===== src/design/som_bmu_pkg.sv =====
`timescale 1ns / 1ps

package som_bmu_pkg;

  localparam int DEFAULT_MAX_NEURONS = 1024;
  localparam int DEFAULT_MAX_DIMS    = 16;

  localparam int FUNC_W      = 1;
  localparam int NEURON_W    = 10;
  localparam int COMP_W      = 4;
  localparam int VALUE_W     = 17;
  localparam int WIN_IDX_W   = 10;
  localparam int DIST_W      = 37;
  localparam int SQ_W        = 2 * VALUE_W;

  localparam int CFG_INDEX_W = 1;
  localparam int CFG_DATA_W  = 11;
  localparam int NEURONS_W   = 11;
  localparam int DIMS_W      = 5;

  localparam logic [CFG_INDEX_W-1:0] REG_NEURONS_IN_USE = 1'd0;
  localparam logic [CFG_INDEX_W-1:0] REG_DIMS_IN_USE    = 1'd1;

  localparam logic [NEURONS_W-1:0] NEURONS_RESET = 11'd1024;
  localparam logic [DIMS_W-1:0]    DIMS_RESET    = 5'd16;

  localparam logic [FUNC_W-1:0] FUNC_WEIGHT = 1'b0;
  localparam logic [FUNC_W-1:0] FUNC_SAMPLE = 1'b1;

  localparam logic [VALUE_W-1:0] VALUE_ONE = 17'd65536;
  localparam logic [DIST_W-1:0]  DIST_MAX  = {DIST_W{1'b1}};

  // Control that travels with one weight component through the distance pipeline.
  typedef struct packed {
    logic valid;
    logic first;
    logic last;
    logic tail;
  } step_ctl_t;

endpackage


===== src/design/som_bmu_min_track.sv =====
`timescale 1ns / 1ps

module som_bmu_min_track import som_bmu_pkg::*; #(
  parameter int NB    = $clog2(DEFAULT_MAX_NEURONS),
  parameter int SUM_W = DIST_W
) (
  input  logic             clk,
  input  logic             rst,
  input  logic             start,
  input  step_ctl_t        cand_ctl,
  input  logic [SUM_W-1:0] cand_sum,
  output logic [NB-1:0]    best_idx,
  output logic [SUM_W-1:0] best_sum,
  output logic             done
);

  logic [NB-1:0] idx;

  always_ff @(posedge clk) begin
    if (rst) begin
      done <= 1'b0;
    end else begin
      done <= cand_ctl.valid & cand_ctl.tail;
    end
  end

  always_ff @(posedge clk) begin
    if (start) begin
      idx <= '0;
    end else if (cand_ctl.valid) begin
      if (idx == '0 || cand_sum < best_sum) begin
        best_sum <= cand_sum;
        best_idx <= idx;
      end
      idx <= idx + NB'(1);
    end
  end

endmodule


===== config.mk =====
export PLATFORM = sky130hd
export DESIGN_NAME = som_bmu_min_track
export DESIGN_NICKNAME = d
export VERILOG_FILES = /design/src/design/som_bmu_pkg.sv /design/src/design/som_bmu_min_track.sv
export SDC_FILE = /design/constraint.sdc
export NUM_CORES = 1
export LEC_CHECK = 0
export CAP_MARGIN = 20
export CORE_MARGIN = 10
export CORE_UTILIZATION = 65
export CTS_BUF_LIST = sky130_fd_sc_hd__clkbuf_4 sky130_fd_sc_hd__clkbuf_8
export CTS_CLUSTER_SIZE = 24
export DETAILED_ROUTE_END_ITERATION = 8
export DONT_BUFFER_PORTS = 1
export PLACE_DENSITY = 0.81
export SYNTH_ARGS = -nofsm -noshare
export SYNTH_HDL_FRONTEND = slang
export SYNTH_SLANG_ARGS = --single-unit

===== constraint.sdc =====
create_clock -name clk -period 3.7 [get_ports clk]
set_input_delay 0.555 -clock clk [delete_from_list [all_inputs] [get_ports clk]]
set_output_delay 0.555 -clock clk [all_outputs]
set_load 0.02 [all_outputs]

## After elaboration in Yosys (flattened, before gate mapping)

Cells that the tools add are included.

| storage, ports and cells | value |
|---|---|
| flip-flop bits (word level) | 58 |
| memories | 0 |
| bits in latches | 0 |
| RAM bits | 0 |
| bits in read-only memories | 0 |

| cells by class | value |
|---|---|
| reductions and logical operators | 3 |
| mux-type cells | 0 |
| add/sub/neg operators | 1 |
| divide/modulo/power cells | 0 |
| bitwise logic cells | 2 |
| magnitude comparators | 1 |
| eq/ne operators | 0 |
| multiply operators | 0 |
| shift operators | 0 |

Operator list:

| kind | count |
|---|---|
| $lt A37 B37 Y1 | 1 |
| $add A10 B1 Y10 const B | 1 |
| $logic_not A10 Y1 | 1 |
| $reduce_and A3 Y1 | 1 |
| $and A1 B1 Y1 | 1 |
| $logic_or A1 B1 Y1 | 1 |
| $not A1 Y1 | 1 |

## Depth between registers and ports, before layout

| depth | value |
|---|---|
| depth after elaboration | 3 |
| depth in mapped cells | 8 |
| depth with buffers taken out | 8 |

## Worst setup path after synthesis

Ideal clock, no wire load.

| timing path | value |
|---|---|
| kind | input-to-reg |
| start point | input port cand_sum[1] |
| end point | register best_idx[0], enable pin |
| data required time | 3.297 ns |
| path slack | 0.560 ns |
| stages on the path | 6 |
| data arrival time | 2.737 ns |
| path buffers | 0 |
| library setup time | 0.403 ns |
| cells stage by stage | ha_1 -> a21o_1 -> a2111oi_4 -> o21bai_1 -> o311ai_1 -> a21o_1 |

| on the way | value |
|---|---|
| cells in the longest elaborated chain, start to end | 3 |

RTL lines:

| item | line | text |
|---|---|---|
| from (decl) | som_bmu_min_track.sv:11 | `input logic [SUM_W-1:0] cand_sum,` |
| $lt A37 B37 Y1 | som_bmu_min_track.sv:31 | `if (idx == '0 \|\| cand_sum < best_sum) begin` |
| $logic_or A1 B1 Y1 | som_bmu_min_track.sv:31 |  |
| $reduce_and A3 Y1 (no source line) | - |  |
| to (signal assigned) | som_bmu_min_track.sv:33 | `best_idx <= idx;` |
| to (decl) | som_bmu_min_track.sv:12 | `output logic [NB-1:0] best_idx,` |

No other way between the ends.
A chain may end at the register's enable or synchronous reset.

## Final worst setup path

| timing path | value |
|---|---|
| start point | register best_sum[1] |
| end point | register best_sum[3], enable pin |

| on the way | value |
|---|---|
| cells in the longest elaborated chain, start to end | 3 |

RTL lines:

| item | line | text |
|---|---|---|
| from (decl) | som_bmu_min_track.sv:13 | `output logic [SUM_W-1:0] best_sum,` |
| from (signal assigned) | som_bmu_min_track.sv:32 | `best_sum <= cand_sum;` |
| $lt A37 B37 Y1 | som_bmu_min_track.sv:31 |  |
| $logic_or A1 B1 Y1 | som_bmu_min_track.sv:31 |  |
| $reduce_and A3 Y1 (no source line) | - |  |

No other way between the ends.

==> out/metrics.cfg <==
[placed_design]
dp.final_hpwl_um=4670
globalplace.congestion=0.765
portBuffers=0
place_ws_ns=0.818

[routing]
viasPerCell=5.72
detail-route-antenna-nets=0
drc=0
drtPass1Iterations=4
wire_per_inst_um=20.5
routed_wirelength_um=6070
vias=1692
drtIter0Drc=105

[final_layout]
diodes=0
nets=323
fillers=267
multi_input_area_um2=1030
syn_to_final_growth_pct=10.1
drive_gt1_frac=0.0813
register_area_um2=1630

[pwr]
p_leak_nw=1.36
ir_drop_mv=0.338
totalPowerFinal_w=0.00160
powerDensity_nw_per_um2=515

[synth]
synth_ff_type=edfxtp_1
ys_top_cells_by_count=edfxtp_1 (47), inv_1 (40), ha_1 (38)
yosysMostFrequentCell=edfxtp_1
syn_area_um2=2820
synth_fp_nets=313
synth_seq_cells=58
async_reset_ff_frac=0
synth.avg_cell_area_um2=12.2
netlist.area_leader.share=0.501
ys_warn_count=0
synth_area_leaders=edfxtp_1 (50%), ha_1 (17%), dfxtp_1 (7.8%), inv_1 (5.3%), a21oi_1 (2.7%)
ys_types=30
netlist_instances=231
synth_edf_count=47
synth_top_area_cell=edfxtp_1
seq_area_frac_synth=0.579

[floorplanning]
core_area_um2=4090
start_util=0.690
rows=23
ioPinCount=92
die_h_um=85.9
die_w_um=85.9
die_area_um2=7370

[grt]
gr-usage-all-layers=0.164
grt_pass1_vias=1758
antenna_found_initial=0
grt_overflow=0
grt_pass1_wl_um=9360
grt_max_degree=31

[outcome]
status=completed

[timing]
min_period_ns=2.83
fmax_mhz=353
clock-skew-final_ns=0.00610
post-route-period-util=0.765
hold_slack_ns=0.289
hold_viol=0
setup_viol=0
worst_slew_pin_slew_ns=0.465
relSlewSlack=0.682
rsz0062_at_grt=false
tns_ns=0
worst_slack_ns=0.870
drv_slew=0

[setup_path]
arrival_ns=2.86
ff2ff_path_depth=8
path_class=reg -> reg
cp-end-kind=flip-flop
cp-start-kind=flip-flop
cp_max_fo=30
r2r-start=best_sum[1]$_DFFE_PP_
r2r-end=best_sum[3]$_DFFE_PP_
crit_required_ns=3.73
rrSetupSlack_ns=0.87

[worst_hold_path]
hold_end=idx[5]$_SDFFE_PP0P_
hold_path_class=in -> reg
worstHoldPathCells=1
min-delay-start=start

[cts]
clk_latency_ns=0.33
htree_levels=3
cts_root_buf=clkbuf_8
cts_buffers=9
cts_resized=0
clockBufferDepth=2
postCtsSetupBuffers=0
cts_hold_buf=0
path_clk_slew_ns=0.06
cts_tree=built
cts.sinks=58

[job]
cap_violations=0

## flip-flops by register name (all words and copies together) (netlist names)
register and count:
best_sum 37, best_idx 10, idx 10, done 1
## per-stage QoR
step	cells	util	area, um2
4_1_cts	296	0.760	3100
2_1_floorplan	231	-	2820
5_1_grt	296	0.760	3100
6_report	296	0.760	3100
3_5_place_dp	280	0.709	2900
3_3_place_gp	280	0.709	2900
## routing by layer
layer	vias to the layer above	GRT usage	wire length, um
met5	-	0	0
met4	0	0.0719	102
met3	12	0.102	764
met2	57	0.271	3060
met1	782	0.160	2140
li1	841	-	-
## cell families after synthesis
group           after synthesis  synth area share
fa+ha+maj                    38             0.169
simple gates                 51            0.0874
buf+inv                      42            0.0559
xor+xnor                      7            0.0217
flops                        58             0.579
mux                           1           0.00355
compound gates               34            0.0839
## worst max-delay path by stage
| stage | start | end | slack (ns) | depth (start not counted) |
|---|---|---|---|---|
| floorplan | cand_sum[1] | best_idx[0]$_DFFE_PP_ | 0.56 | 6 |
| global placement | cand_sum[1] | best_sum[5]$_DFFE_PP_ | 0.84 | 7 |
| detailed placement | cand_sum[1] | best_sum[19]$_DFFE_PP_ | 0.82 | 7 |
| CTS | best_sum[1]$_DFFE_PP_ | best_sum[29]$_DFFE_PP_ | 0.82 | 8 |
| global route | best_sum[26]$_DFFE_PP_ | best_sum[0]$_DFFE_PP_ | 0.65 | 9 |
| finish | best_sum[1]$_DFFE_PP_ | best_sum[3]$_DFFE_PP_ | 0.87 | 8 |
## cell type report
| class | instances | area share |
|---|---|---|
| Sequential cell | 58 | 0.526 |
| Inverter | 40 | 0.0484 |
| Clock inverter | 2 | 0.0113 |
| Timing Repair Buffer | 1 | 0.00645 |
| Clock buffer | 14 | 0.0560 |
| Tap cell | 50 | 0.0202 |
| Multi-Input combinational cell | 131 | 0.332 |
## layout by cell type, fill, tap and decap left out, drive strengths merged
cell     instances
a2111oi          3
a21boi           1
a21o             5
a21oi           15
and3             3
buf              1
bufinv           1
clkbuf          14
clkinv           1
dfxtp           11
edfxtp          47
ha              38
inv             40
mux2i            1
nand2           14
nand2b           1
nand3            6
nand4            8
nor2            13
nor3             1
nor4             2
nor4bb           1
o211a            1
o211ai           1
o21a             1
o21ai            4
o21bai           1
o311ai           1
o31a             1
or3              2
xnor2            1
xor2             6
## where the power goes
group          leakage, nW  internal (W)  switching, W
Sequential           0.536      0.000766     0.0000819
Combinational        0.714     0.0000612     0.0000847
Clock                0.111      0.000370      0.000236
## critical path, cell delays in order, from the launching register on
cell       delay [ns]
edfxtp_1         0.47
inv_1            0.07
ha_1             0.27
a21o_1           0.18
a2111oi_4        0.33
o21bai_1         0.11
o311ai_1         0.34
a21o_2           0.47
buf_12           0.26
Power figures use the tool's default switching activity.
