### src/design/som_bmu_pkg.sv
`timescale 1ns / 1ps

package som_bmu_pkg;

  localparam int DEFAULT_MAX_NEURONS = 1024;
  localparam int DEFAULT_MAX_DIMS    = 16;

  localparam int FUNC_W      = 1;
  localparam int NEURON_W    = 10;
  localparam int COMP_W      = 4;
  localparam int VALUE_W     = 17;
  localparam int WIN_IDX_W   = 10;
  localparam int DIST_W      = 37;
  localparam int SQ_W        = 2 * VALUE_W;

  localparam int CFG_INDEX_W = 1;
  localparam int CFG_DATA_W  = 11;
  localparam int NEURONS_W   = 11;
  localparam int DIMS_W      = 5;

  localparam logic [CFG_INDEX_W-1:0] REG_NEURONS_IN_USE = 1'd0;
  localparam logic [CFG_INDEX_W-1:0] REG_DIMS_IN_USE    = 1'd1;

  localparam logic [NEURONS_W-1:0] NEURONS_RESET = 11'd1024;
  localparam logic [DIMS_W-1:0]    DIMS_RESET    = 5'd16;

  localparam logic [FUNC_W-1:0] FUNC_WEIGHT = 1'b0;
  localparam logic [FUNC_W-1:0] FUNC_SAMPLE = 1'b1;

  localparam logic [VALUE_W-1:0] VALUE_ONE = 17'd65536;
  localparam logic [DIST_W-1:0]  DIST_MAX  = {DIST_W{1'b1}};

  // Control that travels with one weight component through the distance pipeline.
  typedef struct packed {
    logic valid;
    logic first;
    logic last;
    logic tail;
  } step_ctl_t;

endpackage

### src/design/som_bmu_dist_unit.sv
`timescale 1ns / 1ps

module som_bmu_dist_unit import som_bmu_pkg::*; #(
  parameter int SUM_W = DIST_W
) (
  input  logic               clk,
  input  logic               rst,
  input  step_ctl_t          ctl_in,
  input  logic [VALUE_W-1:0] weight,
  input  logic [VALUE_W-1:0] sample,
  output step_ctl_t          cand_ctl,
  output logic [SUM_W-1:0]   cand_sum
);

  step_ctl_t          ctl1;
  step_ctl_t          ctl2;
  logic [VALUE_W-1:0] diff;
  logic [SQ_W-1:0]    sq;
  logic [SUM_W-1:0]   acc;
  logic [SUM_W-1:0]   acc_next;

  assign acc_next = (ctl2.first ? '0 : acc) + SUM_W'(sq);

  always_ff @(posedge clk) begin
    if (rst) begin
      ctl1     <= '0;
      ctl2     <= '0;
      cand_ctl <= '0;
    end else begin
      ctl1     <= ctl_in;
      ctl2     <= ctl1;
      cand_ctl <= {ctl2.valid & ctl2.last, ctl2.first, ctl2.last, ctl2.tail};
    end
  end

  always_ff @(posedge clk) begin
    diff <= (weight > sample) ? weight - sample : sample - weight;
    sq   <= SQ_W'(diff) * SQ_W'(diff);
    if (ctl2.valid) begin
      acc <= acc_next;
    end
    cand_sum <= acc_next;
  end

endmodule

### config.mk
export PLATFORM = sky130hd
export DESIGN_NAME = som_bmu_dist_unit
export DESIGN_NICKNAME = d
export VERILOG_FILES = /design/src/design/som_bmu_pkg.sv /design/src/design/som_bmu_dist_unit.sv
export SDC_FILE = /design/constraint.sdc
export NUM_CORES = 1
export LEC_CHECK = 0
export ABC_AREA = 0
export ABC_CLOCK_PERIOD_IN_PS = 5650
export BUFFER_PORTS_ARGS = -buffer_cell sky130_fd_sc_hd__buf_2
export CAP_MARGIN = 0
export CORE_ASPECT_RATIO = 1.25
export CORE_MARGIN = 2
export CORE_UTILIZATION = 40
export CTS_BUF_LIST = sky130_fd_sc_hd__clkbuf_8
export DETAILED_ROUTE_END_ITERATION = 7
export PLACE_DENSITY_LB_ADDON = 0.25
export SLEW_MARGIN = 20
export SYNTH_ARGS = -nofsm -noshare
export SYNTH_HDL_FRONTEND = slang
export SYNTH_SLANG_ARGS = --single-unit
### constraint.sdc
create_clock -name clk -period 5.65 [get_ports clk]
set_input_delay 1.13 -clock clk [delete_from_list [all_inputs] [get_ports clk]]
set_output_delay 1.13 -clock clk [all_outputs]
set_load 0.005 [all_outputs]
# Yosys cells after proc, flatten, opt, wreduce, memory -nomap -nowiden

Index checks and enable logic that the tools add are counted.

Word-level logic and storage cells: 24
Bits in registers: 137
Input bits: 40

Bitwise logic cells: 1
$mul: 1
Multiplexer cells: 2
$lt $le $gt $ge: 1
Add/subtract/negate cells: 3

Operators by type and width:

| cell             | number |
|---|---|
| $add A37 B34 Y37 | 1 |
| $mux W37         | 1 |
| $mul A17 B17 Y34 | 1 |
| $sub A17 B17 Y17 | 2 |
| $gt A17 B17 Y1   | 1 |
| $mux W17         | 1 |
| $and A1 B1 Y1    | 1 |

# Longest topological paths before layout

Gate-level depths: netlist of run 1.

Depth in word-level cells: 2
Mapped depth: 25
Gate-level depth less buffers: 23

# Worst setup path before layout of run 1

OpenSTA, ideal clock, no wires.

Path type: flip-flop to flip-flop
From: register diff[7]
To: register sq[25]
Data arrival time: 5881 ps
Data required time: 5522 ps
Library setup time: 128 ps
Slack: -359 ps
Cell stages (with the launch flop): 24
Clock period less this slack: 6009 ps
Path through: dfxtp_1 > clkbuf_1 > nand2_1 > fa_1 > inv_1 > fa_1 > inv_1 > fa_1 > inv_1 > fa_1 > fa_1 > inv_1 > fa_1 > inv_1 > ha_1 > a21o_1 > a211o_1 > o2111ai_1 > a21oi_1 > o41ai_1 > nand2b_1 > nand2b_1 > a21oi_1 > xnor2_1

Cells in the longest elaborated chain, start to end: 1

Ends and longest elaborated chain:

| item                   | line                    | source |
|---|---|---|
| start, declared        | som_bmu_dist_unit.sv:17 | `logic [VALUE_W-1:0] diff;` |
| start signal, assigned | som_bmu_dist_unit.sv:37 | `diff <= (weight > sample) ? weight - sample : sample - weight;` |
| $mul A17 B17 Y34       | som_bmu_dist_unit.sv:38 | `sq <= SQ_W'(diff) * SQ_W'(diff);` |
| end signal, assigned   | som_bmu_dist_unit.sv:38 |  |
| end, declared          | som_bmu_dist_unit.sv:18 | `logic [SQ_W-1:0] sq;` |

No other way between the ends.
A chain may end at the register's enable or synchronous reset.

# Worst setup path in the final report of run 1

From: register diff[5]
To: register sq[25]

Same word-level chain as after synthesis.

==> results of run 1 <==
[per-layer routing]
layer,GRT usage,share of wire
met1,0.2086,0.45
met2,0.3011,0.50
met3,0.02623,0.030
met4,0.05209,0.020
met5,0,0
[metrics by stage]
stage	cell area, um2	util	instances	setup slack, ns
floorplan	15230	-	1612	0.008136
global placement	16910	0.4537	2253	-0.2681
detailed placement	16910	0.4537	2253	-0.3040
CTS	17650	0.4736	2293	-0.04140
global route	18070	0.4850	2308	-0.1754
finish	18070	0.4850	2308	0.05257
[timing repair]
| action | CTS | global route |
|---|---|---|
| resized for setup | 69 | 87 |
| pin swaps | 37 | 48 |
| buffers inserted | 10 | 16 |
| endpoints found under the hold margin | 0 | 0 |
| endpoints found under the setup margin | 9 | 14 |
[state kept, by name, summed over array words and instances, names as in the netlist]
name and cells:
diff 17, cand_ctl 4, ctl1 4, sq 33, ctl2 4, acc 37
cand_sum 37
[synthesized netlist by cell type (all sizes together), types with 40 or more instances]
cell and instances:
nor2b 61, inv 329, xnor2 59, o21ai 52, dfxtp 99, clkbuf 42
nand2 106, a21oi 86, fa 192, a21o 40, ha 178, and2 62
nor2 55
[cell type report]
cell class              count  area share
multi-input cells        1098      0.6118
clock buffers              18     0.01371
clock inverters            14     0.01025
flip-flops and latches    136      0.1739
well taps                 486     0.03364
repair buffers            227     0.08819
inverters                 329     0.06853
[logic make-up (layout without fill, tap and decap cells)]
| family | Yosys count | count (layout) | share of synthesized area |
|---|---|---|---|
| compound gates | 253 | 253 | 0.1140 |
| xor+xnor | 87 | 87 | 0.05026 |
| fa+ha+maj | 370 | 370 | 0.4005 |
| buf+inv | 378 | 588 | 0.09549 |
| flops | 136 | 136 | 0.2040 |
| mux | 10 | 10 | 0.006768 |
| simple gates | 378 | 378 | 0.1290 |
[worst paths after layout]
kind	start	endpoint	slack, ns	cells past startpoint
setup / recovery	diff[5]	sq[25]	0.05	21
hold reg to reg	ctl1[1]	ctl2[1]	0.45	1
hold / removal	ctl1[1]	ctl2[1]	0.45	1
setup reg to reg	diff[5]	sq[25]	0.05	21
[worst reg2reg max path: stages (launching register included)]
cell	delay (ns)
dfxtp_4	0.38
buf_6	0.13
nand2_2	0.07
fa_1	0.59
inv_2	0.05
fa_1	0.56
fa_1	0.45
fa_1	0.52
fa_1	0.50
inv_1	0.05
fa_1	0.49
inv_2	0.05
ha_4	0.21
a211o_1	0.34
o2111ai_2	0.19
a21oi_2	0.08
o41ai_2	0.27
buf_4	0.17
nand2b_4	0.12
nand2b_1	0.07
a21oi_2	0.14
xnor2_1	0.12
==> flow_metrics.py, run 1 <==
metrics = {
    "run_status": {
        "status": "finished, final reports clean",
    },
    "yosys": {
        "synth_area_leader_cell": "fa_1",
        "synthTopCellsByArea": "fa_1 25%, ha_1 15%, dfxtp_1 13%",
        "yosysTopAreaCellShare": 0.2535,
        "synth-edff-count": 37,
        "synth_cell_types": 76,
        "synth-async-reset-ratio": 0,
        "avgSynthCellArea_um2": 9.404,
        "syn_nets": 2022,
        "synth_ff_type": "dfxtp_1",
        "syn_area_um2": 15160,
        "syn_inst": 1612,
        "ys_seq_elements": 136,
        "ys_seq_area_frac": 0.2040,
        "ys_warn_count": 0,
    },
    "sta": {
        "finalSetupTns_ns": 0,
        "fin_skew_ns": 0.02138,
        "min_period_over_period": 0.9907,
        "max_slew_margin": 0.4383,
        "max_freq_ghz": 0.1787,
        "whs_ns": 0.4461,
        "setup_viol": 0,
        "hold_viol": 0,
        "finalMaxSlewViolations": 0,
        "tightest_slew_ns": 0.8426,
        "rsz0062_at_grt": "true",
        "finalWorstPathRequiredPeriod_ns": 5.597,
    },
    "setup_path": {
        "cp.required_ns": 6.05,
        "start_kind": "register",
        "cp_num_buf_inv": 5,
        "cp_data_arrival_time_ns": 6.00,
        "critical_path.max_stage_delay_ns": 0.59,
        "cpMostUsedCell": "fa_1",
        "critPathMaxFanout": 5,
        "endpoint_kind": "register",
        "path_cells": "buf_6 -> nand2_2 -> fa_1 -> inv_2 -> fa_1 -> fa_1 -> fa_1 -> fa_1 -> inv_1 -> fa_1 -> inv_2 -> ha_4 -> a211o_1 -> o2111ai_2 -> a21oi_2 -> o41ai_2 -> buf_4 -> nand2b_4 -> nand2b_1 -> a21oi_2 -> xnor2_1",
        "cp_top_family": "adder cells",
        "cp_slowest_cell": "fa_1",
        "crit_type": "register to register",
    },
    "floorplan": {
        "floorplan.initialDensity": 0.4068,
        "die_area_um2": 39480,
        "rows": 79,
        "die_h_um": 221.7,
        "core_area_um2": 37260,
        "io_pins": 81,
        "dieWidth_um": 178.1,
    },
    "clocking": {
        "cts_tree": "done",
        "cts_buffers": 17,
        "cts.htree.levels": 4,
        "clkLatencyLatePin_ns": 0.48,
        "cts_sinks": 136,
        "hold_buffers": 0,
        "cts_root_buffer": "clkbuf_8",
        "clk_path_buf_depth": 2,
        "clkTransAtPathRegs_ns": 0.08,
    },
    "global_route": {
        "grt_max_degree": 41,
        "grt.overflow.total": 0,
        "antenna_found_initial": 0,
        "grt_pass1_vias": 12020,
        "grt_pass1_wl_um": 54820,
        "grt_usage": 0.1693,
    },
    "detailed_routing": {
        "first_pass_iters": 5,
        "drt_iter0_drc": 442,
        "vias_per_cell": 4.815,
        "antenna_left": 0,
        "wl_um": 31940,
        "drcViolationCount": 0,
        "wire_per_inst_um": 13.84,
        "num_vias": 11110,
    },
    "cells_and_area": {
        "area_delta_synth_final_pct": 19.23,
        "n_antenna_cell": 0,
        "seq_area_um2": 3143,
        "multiInputGateArea_um2": 11060,
        "drive_gt1_frac": 0.2173,
        "fillers": 3456,
        "layout.nets": 2219,
        "final_cell_mix": "311 x inv_1, 180 x fa_1, 167 x ha_1",
        "layout_commonest_cell": "inv_1",
    },
    "worst_hold_path": {
        "hp-class": "register to register",
    },
    "placement": {
        "hpwl_um": 26530,
        "gp_congestion": 0.8459,
        "numPortBuffers": 80,
    },
    "run": {
        "max_cap_viol_count": 0,
    },
}
Power of run 1 is left out: the tool's default activity adds up to more than one toggle a clock period on the data nets, which glitch-free logic cannot reach.
==> run 2: changes to the inputs <==
--- a/config.mk
+++ b/config.mk
@@ -5,8 +5,8 @@
 export SDC_FILE = /design/constraint.sdc
 export NUM_CORES = 1
 export LEC_CHECK = 0
-export ABC_AREA = 0
-export ABC_CLOCK_PERIOD_IN_PS = 5650
+export ABC_AREA = 1
+export ABC_CLOCK_PERIOD_IN_PS = 5150
 export BUFFER_PORTS_ARGS = -buffer_cell sky130_fd_sc_hd__buf_2
 export CAP_MARGIN = 0
 export CORE_ASPECT_RATIO = 1.25
==> constraint.sdc (replaced) <==
create_clock -name clk -period 5.15 [get_ports clk]
set_input_delay 1.03 -clock clk [delete_from_list [all_inputs] [get_ports clk]]
set_output_delay 1.03 -clock clk [all_outputs]
set_load 0.005 [all_outputs]
==> run 2 against run 1 <==
The flow now finishes with violations (setup timing); clock-buffer cell count decreased by 1; routed wire length up 30%; register-to-register slack lost 0.09 ns; highest routed layer unchanged; hold slack got worse by 0.031 ns; flip-flop and latch count did not move; die area grew 11%; maximum frequency rose by 7.8%; core utilization down 0.62 points; via count is 29% higher; cell area up 11%; setup slack worse by 0.093 ns; clock skew rose by 0.0054 ns.
==> flow_metrics.py, run 2 <==
metrics = {
    "sta": {
        "setup_viol": 2,
        "worst_slack_ns": -0.04085,
        "hold_viol": 0,
        "finalWorstPathRequiredPeriod_ns": 5.191,
        "fin_skew_ns": 0.02673,
        "max_freq_ghz": 0.1926,
        "tightest_slew_ns": 0.5583,
        "max_slew_margin": 0.6278,
        "min_period_over_period": 1.008,
        "finalMaxSlewViolations": 0,
        "rsz0062_at_grt": "true",
        "finalSetupTns_ns": -0.04959,
    },
    "setup_path": {
        "r2r-end": "sq[26]",
        "reg2reg_slack_ns": -0.04,
        "start_kind": "register",
        "cpMostUsedCell": "fa_1",
        "crit_type": "register to register",
        "critical_path.max_stage_delay_ns": 0.60,
        "cp-startpoint": "diff[5]",
        "critPathMaxFanout": 4,
        "cp.required_ns": 5.59,
        "path_cells": "buf_6 -> nand2_2 -> inv_2 -> buf_6 -> fa_1 -> fa_1 -> fa_1 -> fa_2 -> fa_1 -> fa_1 -> ha_4 -> nand2_4 -> buf_6 -> nor2_4 -> inv_4 -> nor3_4 -> nand4_1 -> nand3_1 -> nand2_1 -> nand2_1",
        "reg2reg_depth": 20,
        "cp_data_arrival_time_ns": 5.63,
        "endpoint_kind": "register",
        "r2r_start": "diff[5]",
        "cp_slowest_cell": "fa_1",
    },
    "run_status": {
        "failed_checks": "setup timing",
        "status": "complete, but fails checks",
    },
    "clocking": {
        "cts_sinks": 136,
        "clkTransAtPathRegs_ns": 0.09,
        "clkLatencyLatePin_ns": 0.51,
        "cts.htree.levels": 4,
        "clk_path_buf_depth": 2,
        "cts_tree": "done",
        "cts_buffers": 17,
        "cts_root_buffer": "clkbuf_8",
    },
    "detailed_routing": {
        "antenna_left": 0,
        "num_vias": 14340,
        "drt_iter0_drc": 635,
        "vias_per_cell": 4.644,
        "wl_um": 41540,
        "wire_per_inst_um": 13.45,
        "drcViolationCount": 0,
        "first_pass_iters": 7,
    },
    "yosys": {
        "synth_area_leader_cell": "fa_1",
        "synthTopCellsByArea": "fa_1 23%, nand2_1 14%, inv_1 13%",
        "syn_nets": 2742,
        "synth_ff_type": "dfxtp_1",
        "yosysMostFrequentCell": "nand2_1",
        "yosysTopAreaCellShare": 0.2273,
        "ys_warn_count": 0,
        "ys_seq_area_frac": 0.1829,
        "avgSynthCellArea_um2": 7.253,
        "synth-edff-count": 37,
        "syn_area_um2": 16910,
        "synth-async-reset-ratio": 0,
        "syn_inst": 2332,
        "synth_cell_types": 39,
        "synth.cells.most_frequent": "653 x nand2_1, 603 x inv_1, 192 x fa_1",
        "ys_seq_elements": 136,
    },
    "worst_hold_path": {
        "hp-class": "register to register",
        "min_to": "cand_ctl[0]",
        "hold_depth": 2,
        "worstHoldStart": "ctl2[0]",
    },
    "placement": {
        "dpl.cell_count": 3037,
        "gp_congestion": 0.9199,
        "place_ws_ns": -0.4206,
        "hpwl_um": 35440,
        "numPortBuffers": 80,
        "place_area_um2": 18670,
    },
    "cells_and_area": {
        "design_area_um2": 20080,
        "instances_no_fill": 3088,
        "fillers": 4145,
        "area_delta_synth_final_pct": 18.72,
        "final_cell_mix": "613 x nand2_1, 579 x inv_1, 177 x fa_1",
        "multiInputGateArea_um2": 11980,
        "top_regs": "acc: 37 flops, cand_sum: 37 flops, sq: 33 flops",
        "seq_area_um2": 3144,
        "layout.nets": 2926,
        "layout_commonest_cell": "nand2_1",
        "drive_gt1_frac": 0.1787,
        "n_antenna_cell": 0,
    },
    "run": {
        "max_cap_viol_count": 0,
    },
    "global_route": {
        "grt_pass1_wl_um": 69730,
        "grt_usage": 0.1967,
        "grt_max_degree": 39,
        "grt_pass1_vias": 15140,
        "grt.overflow.total": 0,
        "antenna_found_initial": 0,
    },
    "floorplan": {
        "io_pins": 81,
        "floorplan.initialDensity": 0.4033,
        "rows": 84,
        "die_area_um2": 43960,
        "dieWidth_um": 187.9,
        "core_area_um2": 41940,
        "die_h_um": 233.9,
    },
}
[run 2: changes by cell type in the layout (fill, tap and decap cells not counted), sizes merged, moves of 41 or more]
cell	before	now
nand2	106	665
xnor2	59	18
nor2	55	158
nand3	22	71
inv	334	617
and2	62	3
nor2b	61	0
[run 2: metrics by stage]
step                      hold slack [ns]  utilization
after CTS                          0.4172       0.4589
after detailed placement           0.4016       0.4453
after global routing               0.4344       0.4788
final                              0.4149       0.4788
after global placement             0.3951       0.4453
after floorplan                    0.3290            -
[run 2: cell families after synthesis]
| logic type | share of synthesized area |
|---|---|
| AO/OA/AOI/OAI | 0.05267 |
| XOR/XNOR | 0.03211 |
| AND/OR/NAND/NOR | 0.2231 |
| adder cells (fa/ha/maj) | 0.3589 |
| buffers and inverters | 0.1503 |
| flip-flops | 0.1829 |
[run 2: area by class of cell]
| class | instances | area share |
|---|---|---|
| repair buffers | 217 | 0.07808 |
| flip-flops and latches | 136 | 0.1566 |
| clock buffers | 17 | 0.01165 |
| inverters | 610 | 0.1143 |
| multi-input cells | 1534 | 0.5966 |
| well taps | 559 | 0.03483 |
| clock inverters | 15 | 0.007851 |
[run 2: repair_timing]
item,4_1_cts,5_1_grt
gates resized for setup,53,199
setup buffers,0,19
hold buffers,0,0
setup endpoints to repair,21,22
pin swaps,4,71
[run 2: per-layer routing]
metal  vias to the layer above  track usage  wire length, um
met4                         0      0.08784             1600
met5                         -            0                0
met3                        93      0.02020             1076
li1                       7260            -                -
met1                      6708       0.2109            16420
met2                       279       0.3878            22430
[run 2: worst max-delay path by stage]
| stage | endpoint | depth (start not counted) | slack [ns] |
|---|---|---|---|
| final | sq[26] | 20 | -0.04 |
| after global routing | sq[26] | 20 | -0.22 |
| after global placement | sq[26] | 19 | -0.37 |
| after detailed placement | sq[26] | 19 | -0.42 |
| after CTS | sq[26] | 20 | -0.04 |
| after floorplan | sq[27] | 21 | 0.001 |
[run 2: worst max-delay path, delay by kind of cell, from the launching register on]
kind | cells | cell delay, ns
adders and majority gates | 7 | 3.42
buffers and inverters | 5 | 0.45
DFF | 1 | 0.37
and+or+nand+nor | 8 | 0.88
Power of run 2 is left out for the same reason.
